--- config.mk ---
export PLATFORM = sky130hd
export DESIGN_NAME = piecewise_linear_tone_curve
export DESIGN_NICKNAME = d
export VERILOG_FILES = /design/src/plt_pkg.sv /design/src/plt_channel.sv /design/src/piecewise_linear_tone_curve.sv
export SDC_FILE = /design/constraint.sdc
export NUM_CORES = 2
export LEC_CHECK = 0
export BUFFER_PORTS_ARGS = -buffer_cell sky130_fd_sc_hd__buf_2
export CORE_UTILIZATION = 30
export DETAILED_ROUTE_END_ITERATION = 10
export SKIP_CTS_REPAIR_TIMING = 1
export SYNTH_ARGS = -nofsm -noshare
export SYNTH_HDL_FRONTEND = slang
export SYNTH_SLANG_ARGS = --single-unit
--- constraint.sdc ---
create_clock -name clk -period 9.9 [get_ports clk]
set_input_delay 1.485 -clock clk [delete_from_list [all_inputs] [get_ports clk]]
set_output_delay 1.485 -clock clk [all_outputs]
set_load 0.03 [all_outputs]
--- src/plt_pkg.sv ---
// Package for the piecewise-linear tone curve: sizes, register indexes,
// reset values, the stage-enable bundle and the knot extraction function.
// No dependencies.
`timescale 1ns / 1ps

package plt_pkg;

	localparam int KNOTS    = 6;
	localparam int KNOT_W   = 8;
	localparam int REG_W    = 48;
	localparam int NUM_REGS = 6;
	localparam int IDX_W    = 3;
	localparam int NUM_W    = 2 * (KNOT_W + 1);
	localparam int MAG_W    = 2 * KNOT_W;

	localparam logic [IDX_W-1:0] REG_RED_IN    = 3'd0;
	localparam logic [IDX_W-1:0] REG_RED_OUT   = 3'd1;
	localparam logic [IDX_W-1:0] REG_GREEN_IN  = 3'd2;
	localparam logic [IDX_W-1:0] REG_GREEN_OUT = 3'd3;
	localparam logic [IDX_W-1:0] REG_BLUE_IN   = 3'd4;
	localparam logic [IDX_W-1:0] REG_BLUE_OUT  = 3'd5;

	localparam logic [REG_W-1:0] RST_RED_IN    = 48'd281387306204160;
	localparam logic [REG_W-1:0] RST_RED_OUT   = 48'd270436318930432;
	localparam logic [REG_W-1:0] RST_GREEN_IN  = 48'd281473876313088;
	localparam logic [REG_W-1:0] RST_GREEN_OUT = 48'd281474380612608;
	localparam logic [REG_W-1:0] RST_BLUE_IN   = 48'd281473795053568;
	localparam logic [REG_W-1:0] RST_BLUE_OUT  = 48'd281474247691264;

	// Load enables for the five pipeline stages.
	typedef struct packed {
		logic s1;
		logic s2;
		logic s3;
		logic s4;
		logic s5;
	} stage_en_t;

	// Knots with a negative index or with bits above the register read as zero.
	function automatic logic [KNOT_W-1:0] knot_byte(input logic [REG_W-1:0] r, input int k);
		logic [KNOT_W-1:0] b;
		b = '0;
		if (k >= 0 && (k + 1) * KNOT_W <= REG_W) begin
			b = r[k*KNOT_W +: KNOT_W];
		end
		return b;
	endfunction

endpackage

--- src/plt_channel.sv ---
// One channel of the tone curve: knot search, slope multiply, bias,
// two radix-16 division stages and the final correction.
// Depends on plt_pkg.
`timescale 1ns / 1ps

module plt_channel (
	input  logic                              clk,
	input  plt_pkg::stage_en_t                en,
	input  logic [plt_pkg::KNOT_W-1:0]        value,
	input  logic [plt_pkg::REG_W-1:0]         knot_in,
	input  logic [plt_pkg::REG_W-1:0]         knot_out,
	output logic [plt_pkg::KNOT_W-1:0]        result
);

	localparam int W = plt_pkg::KNOT_W;
	localparam int HALF = W / 2;

	logic [W-1:0]                  y_s1, dx_s1, den_s1;
	logic signed [W:0]             dy_s1;
	logic [W-1:0]                  y_s2, den_s2;
	logic signed [plt_pkg::NUM_W-1:0] num_s2;
	logic [W-1:0]                  y_s3, den_s3;
	logic                          neg_s3;
	logic [plt_pkg::MAG_W-1:0]     rem_s3;
	logic [W-1:0]                  y_s4, den_s4;
	logic                          neg_s4;
	logic [plt_pkg::MAG_W-1:0]     rem_s4;
	logic [HALF-1:0]               qhi_s4;
	logic [W-1:0]                  res_s5;

	logic [W-1:0]                  y_c, dx_c, den_c;
	logic signed [W:0]             dy_c;
	logic [plt_pkg::NUM_W-1:0]     mag_wide_c;
	logic [plt_pkg::MAG_W-1:0]     rem_hi_c, rem_lo_c;
	logic [HALF-1:0]               qhi_c, qlo_c;
	logic [W-1:0]                  q_c;

	// First knot at or above the value; a match, the first knot or no knot
	// at all gives the knot output directly with a zero slope term.
	always_comb begin
		logic [W-1:0] xj, yj, x0, y0;
		y_c  = plt_pkg::knot_byte(knot_out, plt_pkg::KNOTS - 1);
		dy_c = '0;
		dx_c = '0;
		den_c = W'(1);
		for (int k = plt_pkg::KNOTS - 1; k >= 0; k--) begin
			xj = plt_pkg::knot_byte(knot_in, k);
			yj = plt_pkg::knot_byte(knot_out, k);
			x0 = plt_pkg::knot_byte(knot_in, k - 1);
			y0 = plt_pkg::knot_byte(knot_out, k - 1);
			if (xj >= value) begin
				y_c = yj;
				if (xj == value || k == 0) begin
					dy_c  = '0;
					dx_c  = '0;
					den_c = W'(1);
				end else begin
					dy_c  = $signed({1'b0, yj}) - $signed({1'b0, y0});
					dx_c  = xj - value;
					den_c = xj - x0;
				end
			end
		end
	end

	always_ff @(posedge clk) begin
		if (en.s1) begin
			y_s1   <= y_c;
			dy_s1  <= dy_c;
			dx_s1  <= dx_c;
			den_s1 <= den_c;
		end
	end

	always_ff @(posedge clk) begin
		if (en.s2) begin
			y_s2   <= y_s1;
			den_s2 <= den_s1;
			num_s2 <= plt_pkg::NUM_W'(dy_s1) * plt_pkg::NUM_W'($signed({1'b0, dx_s1}));
		end
	end

	// A positive numerator is biased by den - 1 so that the floor division
	// below yields the ceiling; the quotient never exceeds eight bits.
	always_comb begin
		if (num_s2 < 0) begin
			mag_wide_c = plt_pkg::NUM_W'(-num_s2);
		end else begin
			mag_wide_c = plt_pkg::NUM_W'(num_s2) + plt_pkg::NUM_W'(den_s2)
				- plt_pkg::NUM_W'(1);
		end
	end

	always_ff @(posedge clk) begin
		if (en.s3) begin
			y_s3   <= y_s2;
			den_s3 <= den_s2;
			neg_s3 <= num_s2 < 0;
			rem_s3 <= mag_wide_c[plt_pkg::MAG_W-1:0];
		end
	end

	always_comb begin
		logic [plt_pkg::MAG_W-1:0] sub;
		rem_hi_c = rem_s3;
		qhi_c    = '0;
		for (int i = HALF - 1; i >= 0; i--) begin
			sub = plt_pkg::MAG_W'({den_s3, HALF'(0)}) << i;
			if (rem_hi_c >= sub) begin
				rem_hi_c = rem_hi_c - sub;
				qhi_c[i] = 1'b1;
			end
		end
	end

	always_ff @(posedge clk) begin
		if (en.s4) begin
			y_s4   <= y_s3;
			den_s4 <= den_s3;
			neg_s4 <= neg_s3;
			rem_s4 <= rem_hi_c;
			qhi_s4 <= qhi_c;
		end
	end

	always_comb begin
		logic [plt_pkg::MAG_W-1:0] sub;
		rem_lo_c = rem_s4;
		qlo_c    = '0;
		for (int i = HALF - 1; i >= 0; i--) begin
			sub = plt_pkg::MAG_W'(den_s4) << i;
			if (rem_lo_c >= sub) begin
				rem_lo_c = rem_lo_c - sub;
				qlo_c[i] = 1'b1;
			end
		end
		q_c = {qhi_s4, qlo_c};
	end

	always_ff @(posedge clk) begin
		if (en.s5) begin
			res_s5 <= neg_s4 ? (y_s4 + q_c) : (y_s4 - q_c);
		end
	end

	assign result = res_s5;

endmodule

--- src/piecewise_linear_tone_curve.sv ---
// Top level of the RGB piecewise-linear tone curve: knot registers,
// pipeline valid and stall control, and three channel pipelines.
// Depends on plt_pkg and plt_channel.
`timescale 1ns / 1ps

// Channel   Handshake             Payload
// input     in_valid / in_stall   red_in, green_in, blue_in
// output    out_valid / out_stall red_out, green_out, blue_out
// config    wr_en                 wr_index, wr_data
//
// One item is accepted per cycle while in_stall is low; an item passes
// through one stage each for knot search, multiply, bias and two division
// halves with the final correction. Reset clears the valid bits and loads
// the knot registers with their default curves. A stall on the output holds
// the last stage; earlier stages keep advancing into empty slots, so a
// stall loses and repeats nothing.

module piecewise_linear_tone_curve (
	input  logic                           clk,
	input  logic                           arst_n,
	input  logic                           in_valid,
	output logic                           in_stall,
	input  logic [plt_pkg::KNOT_W-1:0]     red_in,
	input  logic [plt_pkg::KNOT_W-1:0]     green_in,
	input  logic [plt_pkg::KNOT_W-1:0]     blue_in,
	output logic                           out_valid,
	input  logic                           out_stall,
	output logic [plt_pkg::KNOT_W-1:0]     red_out,
	output logic [plt_pkg::KNOT_W-1:0]     green_out,
	output logic [plt_pkg::KNOT_W-1:0]     blue_out,
	input  logic                           wr_en,
	input  logic [plt_pkg::IDX_W-1:0]      wr_index,
	input  logic [plt_pkg::REG_W-1:0]      wr_data
);

	logic [plt_pkg::REG_W-1:0] red_in_q, red_out_q, green_in_q, green_out_q;
	logic [plt_pkg::REG_W-1:0] blue_in_q, blue_out_q;
	logic                      valid_s1, valid_s2, valid_s3, valid_s4, valid_s5;
	plt_pkg::stage_en_t        en;

	always_ff @(posedge clk or negedge arst_n) begin
		if (!arst_n) begin
			red_in_q    <= plt_pkg::RST_RED_IN;
			red_out_q   <= plt_pkg::RST_RED_OUT;
			green_in_q  <= plt_pkg::RST_GREEN_IN;
			green_out_q <= plt_pkg::RST_GREEN_OUT;
			blue_in_q   <= plt_pkg::RST_BLUE_IN;
			blue_out_q  <= plt_pkg::RST_BLUE_OUT;
		end else if (wr_en) begin
			unique case (wr_index)
				plt_pkg::REG_RED_IN:    red_in_q    <= wr_data;
				plt_pkg::REG_RED_OUT:   red_out_q   <= wr_data;
				plt_pkg::REG_GREEN_IN:  green_in_q  <= wr_data;
				plt_pkg::REG_GREEN_OUT: green_out_q <= wr_data;
				plt_pkg::REG_BLUE_IN:   blue_in_q   <= wr_data;
				plt_pkg::REG_BLUE_OUT:  blue_out_q  <= wr_data;
				default: begin
				end
			endcase
		end
	end

	// A stage loads when it is empty or when the stage after it moves on.
	always_comb begin
		en.s5 = !valid_s5 || !out_stall;
		en.s4 = !valid_s4 || en.s5;
		en.s3 = !valid_s3 || en.s4;
		en.s2 = !valid_s2 || en.s3;
		en.s1 = !valid_s1 || en.s2;
	end

	always_ff @(posedge clk or negedge arst_n) begin
		if (!arst_n) begin
			valid_s1 <= 1'b0;
			valid_s2 <= 1'b0;
			valid_s3 <= 1'b0;
			valid_s4 <= 1'b0;
			valid_s5 <= 1'b0;
		end else begin
			if (en.s1) valid_s1 <= in_valid;
			if (en.s2) valid_s2 <= valid_s1;
			if (en.s3) valid_s3 <= valid_s2;
			if (en.s4) valid_s4 <= valid_s3;
			if (en.s5) valid_s5 <= valid_s4;
		end
	end

	assign in_stall  = !en.s1;
	assign out_valid = valid_s5;

	plt_channel u_red (
		.clk      (clk),
		.en       (en),
		.value    (red_in),
		.knot_in  (red_in_q),
		.knot_out (red_out_q),
		.result   (red_out)
	);

	plt_channel u_green (
		.clk      (clk),
		.en       (en),
		.value    (green_in),
		.knot_in  (green_in_q),
		.knot_out (green_out_q),
		.result   (green_out)
	);

	plt_channel u_blue (
		.clk      (clk),
		.en       (en),
		.value    (blue_in),
		.knot_in  (blue_in_q),
		.knot_out (blue_out_q),
		.result   (blue_out)
	);

endmodule
Yosys cells after proc, flatten, opt, wreduce, memory -nomap -nowiden. Cells that the tools add are included.

Input port bits: 80. Logic and storage cells: 386. Output and inout port bits: 26. Register bits after elaboration: 728.

Add/subtract/negate cells: 81. Reductions and logical operators: 19. Magnitude comparators: 45. $mul: 3. Equality and inequality tests: 20. Multiplexer cells: 156.

Operators with widths (count): two-way mux 8 bit (78); two-way mux 16 bit (24); two-way mux 9 bit (30); subtractor 8 bit (33); greater-or-equal comparator 8 bit (18); subtractor 8 x 8 -> 9 bit (15); == test 8 bit (15); less-than comparator 18 x 1 -> 1 bit, second input constant (3); multiplier 9 x 9 -> 18 bit (3); adder 16 x 8 -> 16 bit (3); greater-or-equal comparator 16 x 10 -> 1 bit (3); greater-or-equal comparator 16 x 11 -> 1 bit (3); greater-or-equal comparator 16 x 12 -> 1 bit (3); greater-or-equal comparator 16 x 13 -> 1 bit (3); greater-or-equal comparator 16 x 14 -> 1 bit (3); greater-or-equal comparator 16 x 15 -> 1 bit (3); greater-or-equal comparator 16 x 8 -> 1 bit (3); greater-or-equal comparator 16 x 9 -> 1 bit (3); negation 16 bit (3); subtractor 16 x 1 -> 16 bit, second input constant (3); subtractor 16 x 10 -> 16 bit (3); subtractor 16 x 11 -> 16 bit (3); subtractor 16 x 12 -> 16 bit (3); subtractor 16 x 13 -> 16 bit (3); 12 further kinds (60).

Logic depth before layout (Yosys ltp).
Word-level depth: 10. Gate-level depth with buffers: 57. Mapped depth without buffers: 54.

Cells and area by module. From an unflattened synthesis, not the netlist that was laid out.

Cell total of the unflattened synthesis: 6781. Area, all modules: 66617.6 µm².

Modules (own cells, without submodules): plt_channel at u_red (instances 1, seq. area each 4324.1 µm², cells an instance 2071, area an instance 18465.2 µm²); plt_channel at u_green (instances 1, seq. area each 4324.1 µm², cells an instance 2047, area an instance 18430.2 µm²); plt_channel at u_blue (instances 1, seq. area each 4324.1 µm², cells an instance 2033, area an instance 18386.4 µm²); piecewise_linear_tone_curve (instances 1, seq. area each 7532.2 µm², cells an instance 630, area an instance 11335.9 µm²).

Worst setup path before layout. Ideal clock, no wire load.

Path kind: reg2reg. Start: register u_red.den_s4[1]. End: register u_red.res_s5[7], in the netlist u_red.result[7] (data pin). Cell stages (with the launch flop): 55. Setup time: 0.262 ns. Clock period less this slack: 10.175 ns. Path slack: -0.275 ns. Arrival: 9.913 ns. Required time: 9.638 ns. Cells stage by stage: edfxtp_1 -> inv_1 -> ha_1 -> nor2b_1 -> o31ai_1 -> a21o_1 -> nand4_1 -> clkbuf_1 -> nor2_1 -> a21oi_1 -> ha_1 -> nor2b_1 -> o21a_1 -> o21ai_0 -> a21oi_1 -> nor3_1 -> nand2b_1 -> clkbuf_1 -> (+19 left out) -> nor2b_1 -> o21ai_0 -> nand2b_1 -> a221o_1 -> a21oi_1 -> and3_1 -> ha_1 -> nor2_1 -> a21oi_1 -> ha_1 -> a21o_1 -> a21oi_1 -> o21bai_1 -> a21oi_1 -> o21bai_1 -> a21oi_1 -> xnor2_1 -> xnor2_1.

Longest elaborated chain between the ends: 10. Elaborated cells on any way between the ends: 17. Classes of those cells: 5 x add/sub; 4 x order compare; 8 x mux.

RTL lines: from (decl) (RTL line plt_channel.sv:25) `logic [W-1:0] y_s4, den_s4;`; from (signal assigned) (RTL line plt_channel.sv:119) `den_s4 <= den_s3;`; subtractor 16 x 11 -> 16 bit or greater-or-equal comparator 16 x 11 -> 1 bit (tied branches) (RTL line plt_channel.sv:133, plt_channel.sv:132); two-way mux 16 bit (RTL line plt_channel.sv:132) `if (rem_lo_c >= sub) begin`; subtractor 16 x 10 -> 16 bit or greater-or-equal comparator 16 x 10 -> 1 bit (tied branches) (RTL line plt_channel.sv:133, plt_channel.sv:132); two-way mux 16 bit (RTL line plt_channel.sv:132); subtractor 16 x 9 -> 16 bit or greater-or-equal comparator 16 x 9 -> 1 bit (tied branches) (RTL line plt_channel.sv:133, plt_channel.sv:132); two-way mux 16 bit (RTL line plt_channel.sv:132); greater-or-equal comparator 16 x 8 -> 1 bit (RTL line plt_channel.sv:132); two-way mux 1 bit (RTL line plt_channel.sv:132); subtractor 8 bit or adder 8 bit (tied branches) (RTL line plt_channel.sv:142) `res_s5 <= neg_s4 ? (y_s4 + q_c) : (y_s4 - q_c);`; two-way mux 8 bit (*) (RTL line plt_channel.sv:142); to (signal assigned) (RTL line plt_channel.sv:142); to (decl) (RTL line plt_channel.sv:29) `logic [W-1:0] res_s5;`.

Every way passes the cells marked *; elsewhere a longest branch is shown, timed or not. A chain may end at the register's enable or synchronous reset.

Final worst setup path.
Start: register u_green.rem_s4[4] (netlist bit). End: register u_green.res_s5[7], in the netlist u_green.result[7] (data pin).

Longest elaborated chain between the ends: 10. Elaborated cells on any way between the ends: 17. Classes of those cells: 5 x add/sub; 4 x order compare; 8 x mux.

RTL lines: from (decl) (RTL line plt_channel.sv:27) `logic [plt_pkg::MAG_W-1:0] rem_s4;`; from (signal assigned) (RTL line plt_channel.sv:121) `rem_s4 <= rem_hi_c;`; subtractor 16 x 11 -> 16 bit or greater-or-equal comparator 16 x 11 -> 1 bit (tied branches) (RTL line plt_channel.sv:133, plt_channel.sv:132); two-way mux 16 bit (RTL line plt_channel.sv:132); subtractor 16 x 10 -> 16 bit or greater-or-equal comparator 16 x 10 -> 1 bit (tied branches) (RTL line plt_channel.sv:133, plt_channel.sv:132); two-way mux 16 bit (RTL line plt_channel.sv:132); subtractor 16 x 9 -> 16 bit or greater-or-equal comparator 16 x 9 -> 1 bit (tied branches) (RTL line plt_channel.sv:133, plt_channel.sv:132); two-way mux 16 bit (RTL line plt_channel.sv:132); greater-or-equal comparator 16 x 8 -> 1 bit (RTL line plt_channel.sv:132); two-way mux 1 bit (RTL line plt_channel.sv:132); subtractor 8 bit or adder 8 bit (tied branches) (RTL line plt_channel.sv:142); two-way mux 8 bit (*) (RTL line plt_channel.sv:142); to (signal assigned) (RTL line plt_channel.sv:142); to (decl) (RTL line plt_channel.sv:29).

Marks and branches as above.

==> results.cfg <==
[logic_synthesis]
syn_nets = 8134
yosysWarningCount = 0
ys_seq_elements = 725
syn-cell-area_um2 = 66100
ys.flop_type = edfxtp_1
avgSynthCellArea_um2 = 9.41
ys_seq_area_share_pct = 31.0
synthArstFlopShare_pct = 40.4
synth-edff-count = 432
synth_cell_types = 94
syn_inst = 7022

[clocking]
cts_sinks = 725
clk_path_buf_depth = 3
clkTransAtPathRegs_ns = 0.06
h-tree-depth = 3
clk_latency_ns = 0.73
cts_root_buf = clkbuf_16
cts_tree = built
numCtsBuffers = 88

[routing]
num_vias = 51400
drt_iter0_drc = 3501
detail_route.vias_per_cell = 5.05
drt-wirelength-per-cell_um = 18.2
wl_um = 185000
drc = 0
firstDrtPassIters = 6
ant_nets = 0

[timing]
fin_worst_skew_ns = 0.0571
finalSetupViolCount = 0
fmax_mhz = 107
final_max_slew_viol_count = 0
tightestPinTransition_ns = 1.20
slew_headroom_pct = 19.6
period_needed_ns = 9.38
finalHoldViolCount = 0
finalCritPeriodShare_pct = 94.7

[grt]
grt_max_degree = 164
overflow = 0
track_usage_pct = 16.4
antenna_found_initial = 29
grt_pass1_wl_um = 287000
grt_pass1_vias = 50700

[setup_path]
critPathKind = flip-flop to flip-flop
worstSetupStartpointType = flip-flop
cp.arrival_ns = 9.82
crit_required_ns = 10.34
critPathMaxStageDelay_ns = 0.40
path_max_fanout = 9
end_kind = flip-flop
cp_slowest_cell = or3_1

[status]
status = finished clean

[placed_design]
io_buffers = 105
place.gp.congestion = 0.888
hpwl_um = 142000

[cells_and_area]
final_core_util_pct = 34.3
nNetsFinal = 8342
area_growth_pct = 13.0
layout-drive-gt1-share_pct = 13.1

[floorplanning]
io_pins = 106
die_h_um = 471
coreArea_um2 = 218000
dieArea_um2 = 222000
start_util_pct = 30.3
rows = 171
die_x_um = 471

[run]
cap_violations = 0

[hold_path]
min_path_type = flip-flop to flip-flop
## worst max-delay path, delay by kind of cell (launching register included)
kind	cells	cell delay (ns)
xor+xnor	2	0.25
compound gates	23	3.41
buf+inv	3	0.46
flops	1	0.39
fa+ha+maj	6	1.63
mux	2	0.63
simple gates	13	2.33
## Yosys cell counts, drive strengths merged, types with 9 or more instances
cell type	instances	area (µm²)
dfstp	160	4200
a211o	18	158
nand3	69	345
o21bai	70	526
clkbuf	155	582
nor4	26	169
fa	252	5040
o31ai	28	210
nor2b	142	888
or4	13	105
o31a	15	131
o32ai	9	78.8
a21boi	26	195
and2	167	1040
inv	892	3350
mux2i	56	573
a31oi	30	194
a22oi	82	616
nand4	75	475
or2	25	159
and3	20	125
a21o	253	1900
nor2	314	1180
nand2b	138	863
o21ai	524	2620
nand3b	11	86.3
a211oi	47	353
a22o	11	96.3
ha	780	9760
nor3	89	462
nand2	467	1750
a21oi	440	2210
nor3b	12	100
or3	25	156
o211ai	45	338
edfxtp	432	13000
xnor2	334	2930
buf	23	100
xor2	193	1690
mux2	197	2230
o22ai	72	450
o21a	38	285
dfrtp	133	3330
## state kept, by name (all words and copies together), names as in the netlist, 9 cells and up
| register | cells |
|---|---|
| u_red.rem_s4 | 16 |
| u_red.rem_s3 | 16 |
| u_green.dy_s1 | 9 |
| u_green.rem_s3 | 16 |
| u_green.num_s2 | 17 |
| u_blue.num_s2 | 17 |
| u_blue.rem_s3 | 16 |
| u_blue.rem_s4 | 16 |
| u_green.rem_s4 | 16 |
| blue_out_q | 48 |
| red_in_q | 48 |
| u_red.dy_s1 | 9 |
| u_blue.dy_s1 | 9 |
| blue_in_q | 48 |
| green_in_q | 48 |
| red_out_q | 48 |
| green_out_q | 48 |
| u_red.num_s2 | 17 |
## metrics by stage
stage	setup TNS, ns	setup WS (ns)	cell area, µm²	hold slack [ns]	std cells
3_3_place_gp	-0.0947	-0.0947	70900	0.401	9962
6_report	0	0.521	74700	0.412	10200
2_1_floorplan	0	0.0487	66100	0.400	7022
4_1_cts	-0.531	-0.230	74000	0.411	10100
3_5_place_dp	-0.349	-0.204	70900	0.405	9962
5_1_grt	-0.108	-0.0758	74700	0.414	10200
## cells by family (layout without fill, tap and decap cells)
group           after synthesis  after routing  share of synthesized area, %
mux                         253            253                          4.23
xor+xnor                    527            527                          6.98
flops                       725            725                          31.0
fa+ha+maj                  1033           1033                          22.4
buf+inv                    1070           1351                          6.10
compound gates             1784           1784                          16.8
simple gates               1630           1631                          12.5
other cells                   0             12                             0
## final timing paths
path                                   startpoint                end  slack [ns]  depth (start not counted)
worst max register to register  u_green.rem_s4[4]  u_green.result[7]        0.52                         49
max in group asynchronous                  arst_n    green_out_q[11]        7.75                          2
worst min register to register      u_red.y_s3[0]      u_red.y_s4[0]        0.41                          0
min in group asynchronous                  arst_n       red_in_q[30]        0.75                          1
worst max-delay path            u_green.rem_s4[4]  u_green.result[7]        0.52                         49
worst min-delay path                u_red.y_s3[0]      u_red.y_s4[0]        0.41                          0
## layout make-up
| cell class | instances | area, µm² |
|---|---|---|
| Antenna cell | 12 | 30.0 |
| Clock buffer | 113 | 2420 |
| Clock inverter | 51 | 666 |
| Fill cell | 22000 | 143000 |
| Inverter | 892 | 3350 |
| Multi-Input combinational cell | 5228 | 42200 |
| Sequential cell | 725 | 20500 |
| Tap cell | 2854 | 3570 |
| Timing Repair Buffer | 295 | 1990 |
## cell usage in the layout, fill, tap and decap left out, types with 90 or more instances in the layout
master,netlist,layout
a21o_1,253,253
a21oi_1,438,407
and2_1,166,166
buf_2,5,104
buf_4,0,184
clkbuf_16,0,90
dfrtp_1,133,133
dfstp_2,160,160
edfxtp_1,432,432
fa_1,252,252
ha_1,780,772
inv_1,892,884
mux2_2,195,195
nand2_1,467,460
nand2b_1,138,136
nor2_1,313,306
nor2b_1,142,141
o21ai_0,520,498
xnor2_1,334,334
xor2_1,193,193
## routing by layer
layer | GRT usage, % | routed length [µm] | vias up
li1 | - | - | 25000
met1 | 22.6 | 85500 | 24900
met2 | 26.1 | 82900 | 1204
met3 | 2.22 | 10400 | 263
met4 | 5.42 | 6340 | 0
met5 | 0 | 0 | -
Power is left out: the tool's default activity adds up to more than one toggle a clock period on the data nets, which glitch-free logic cannot reach.
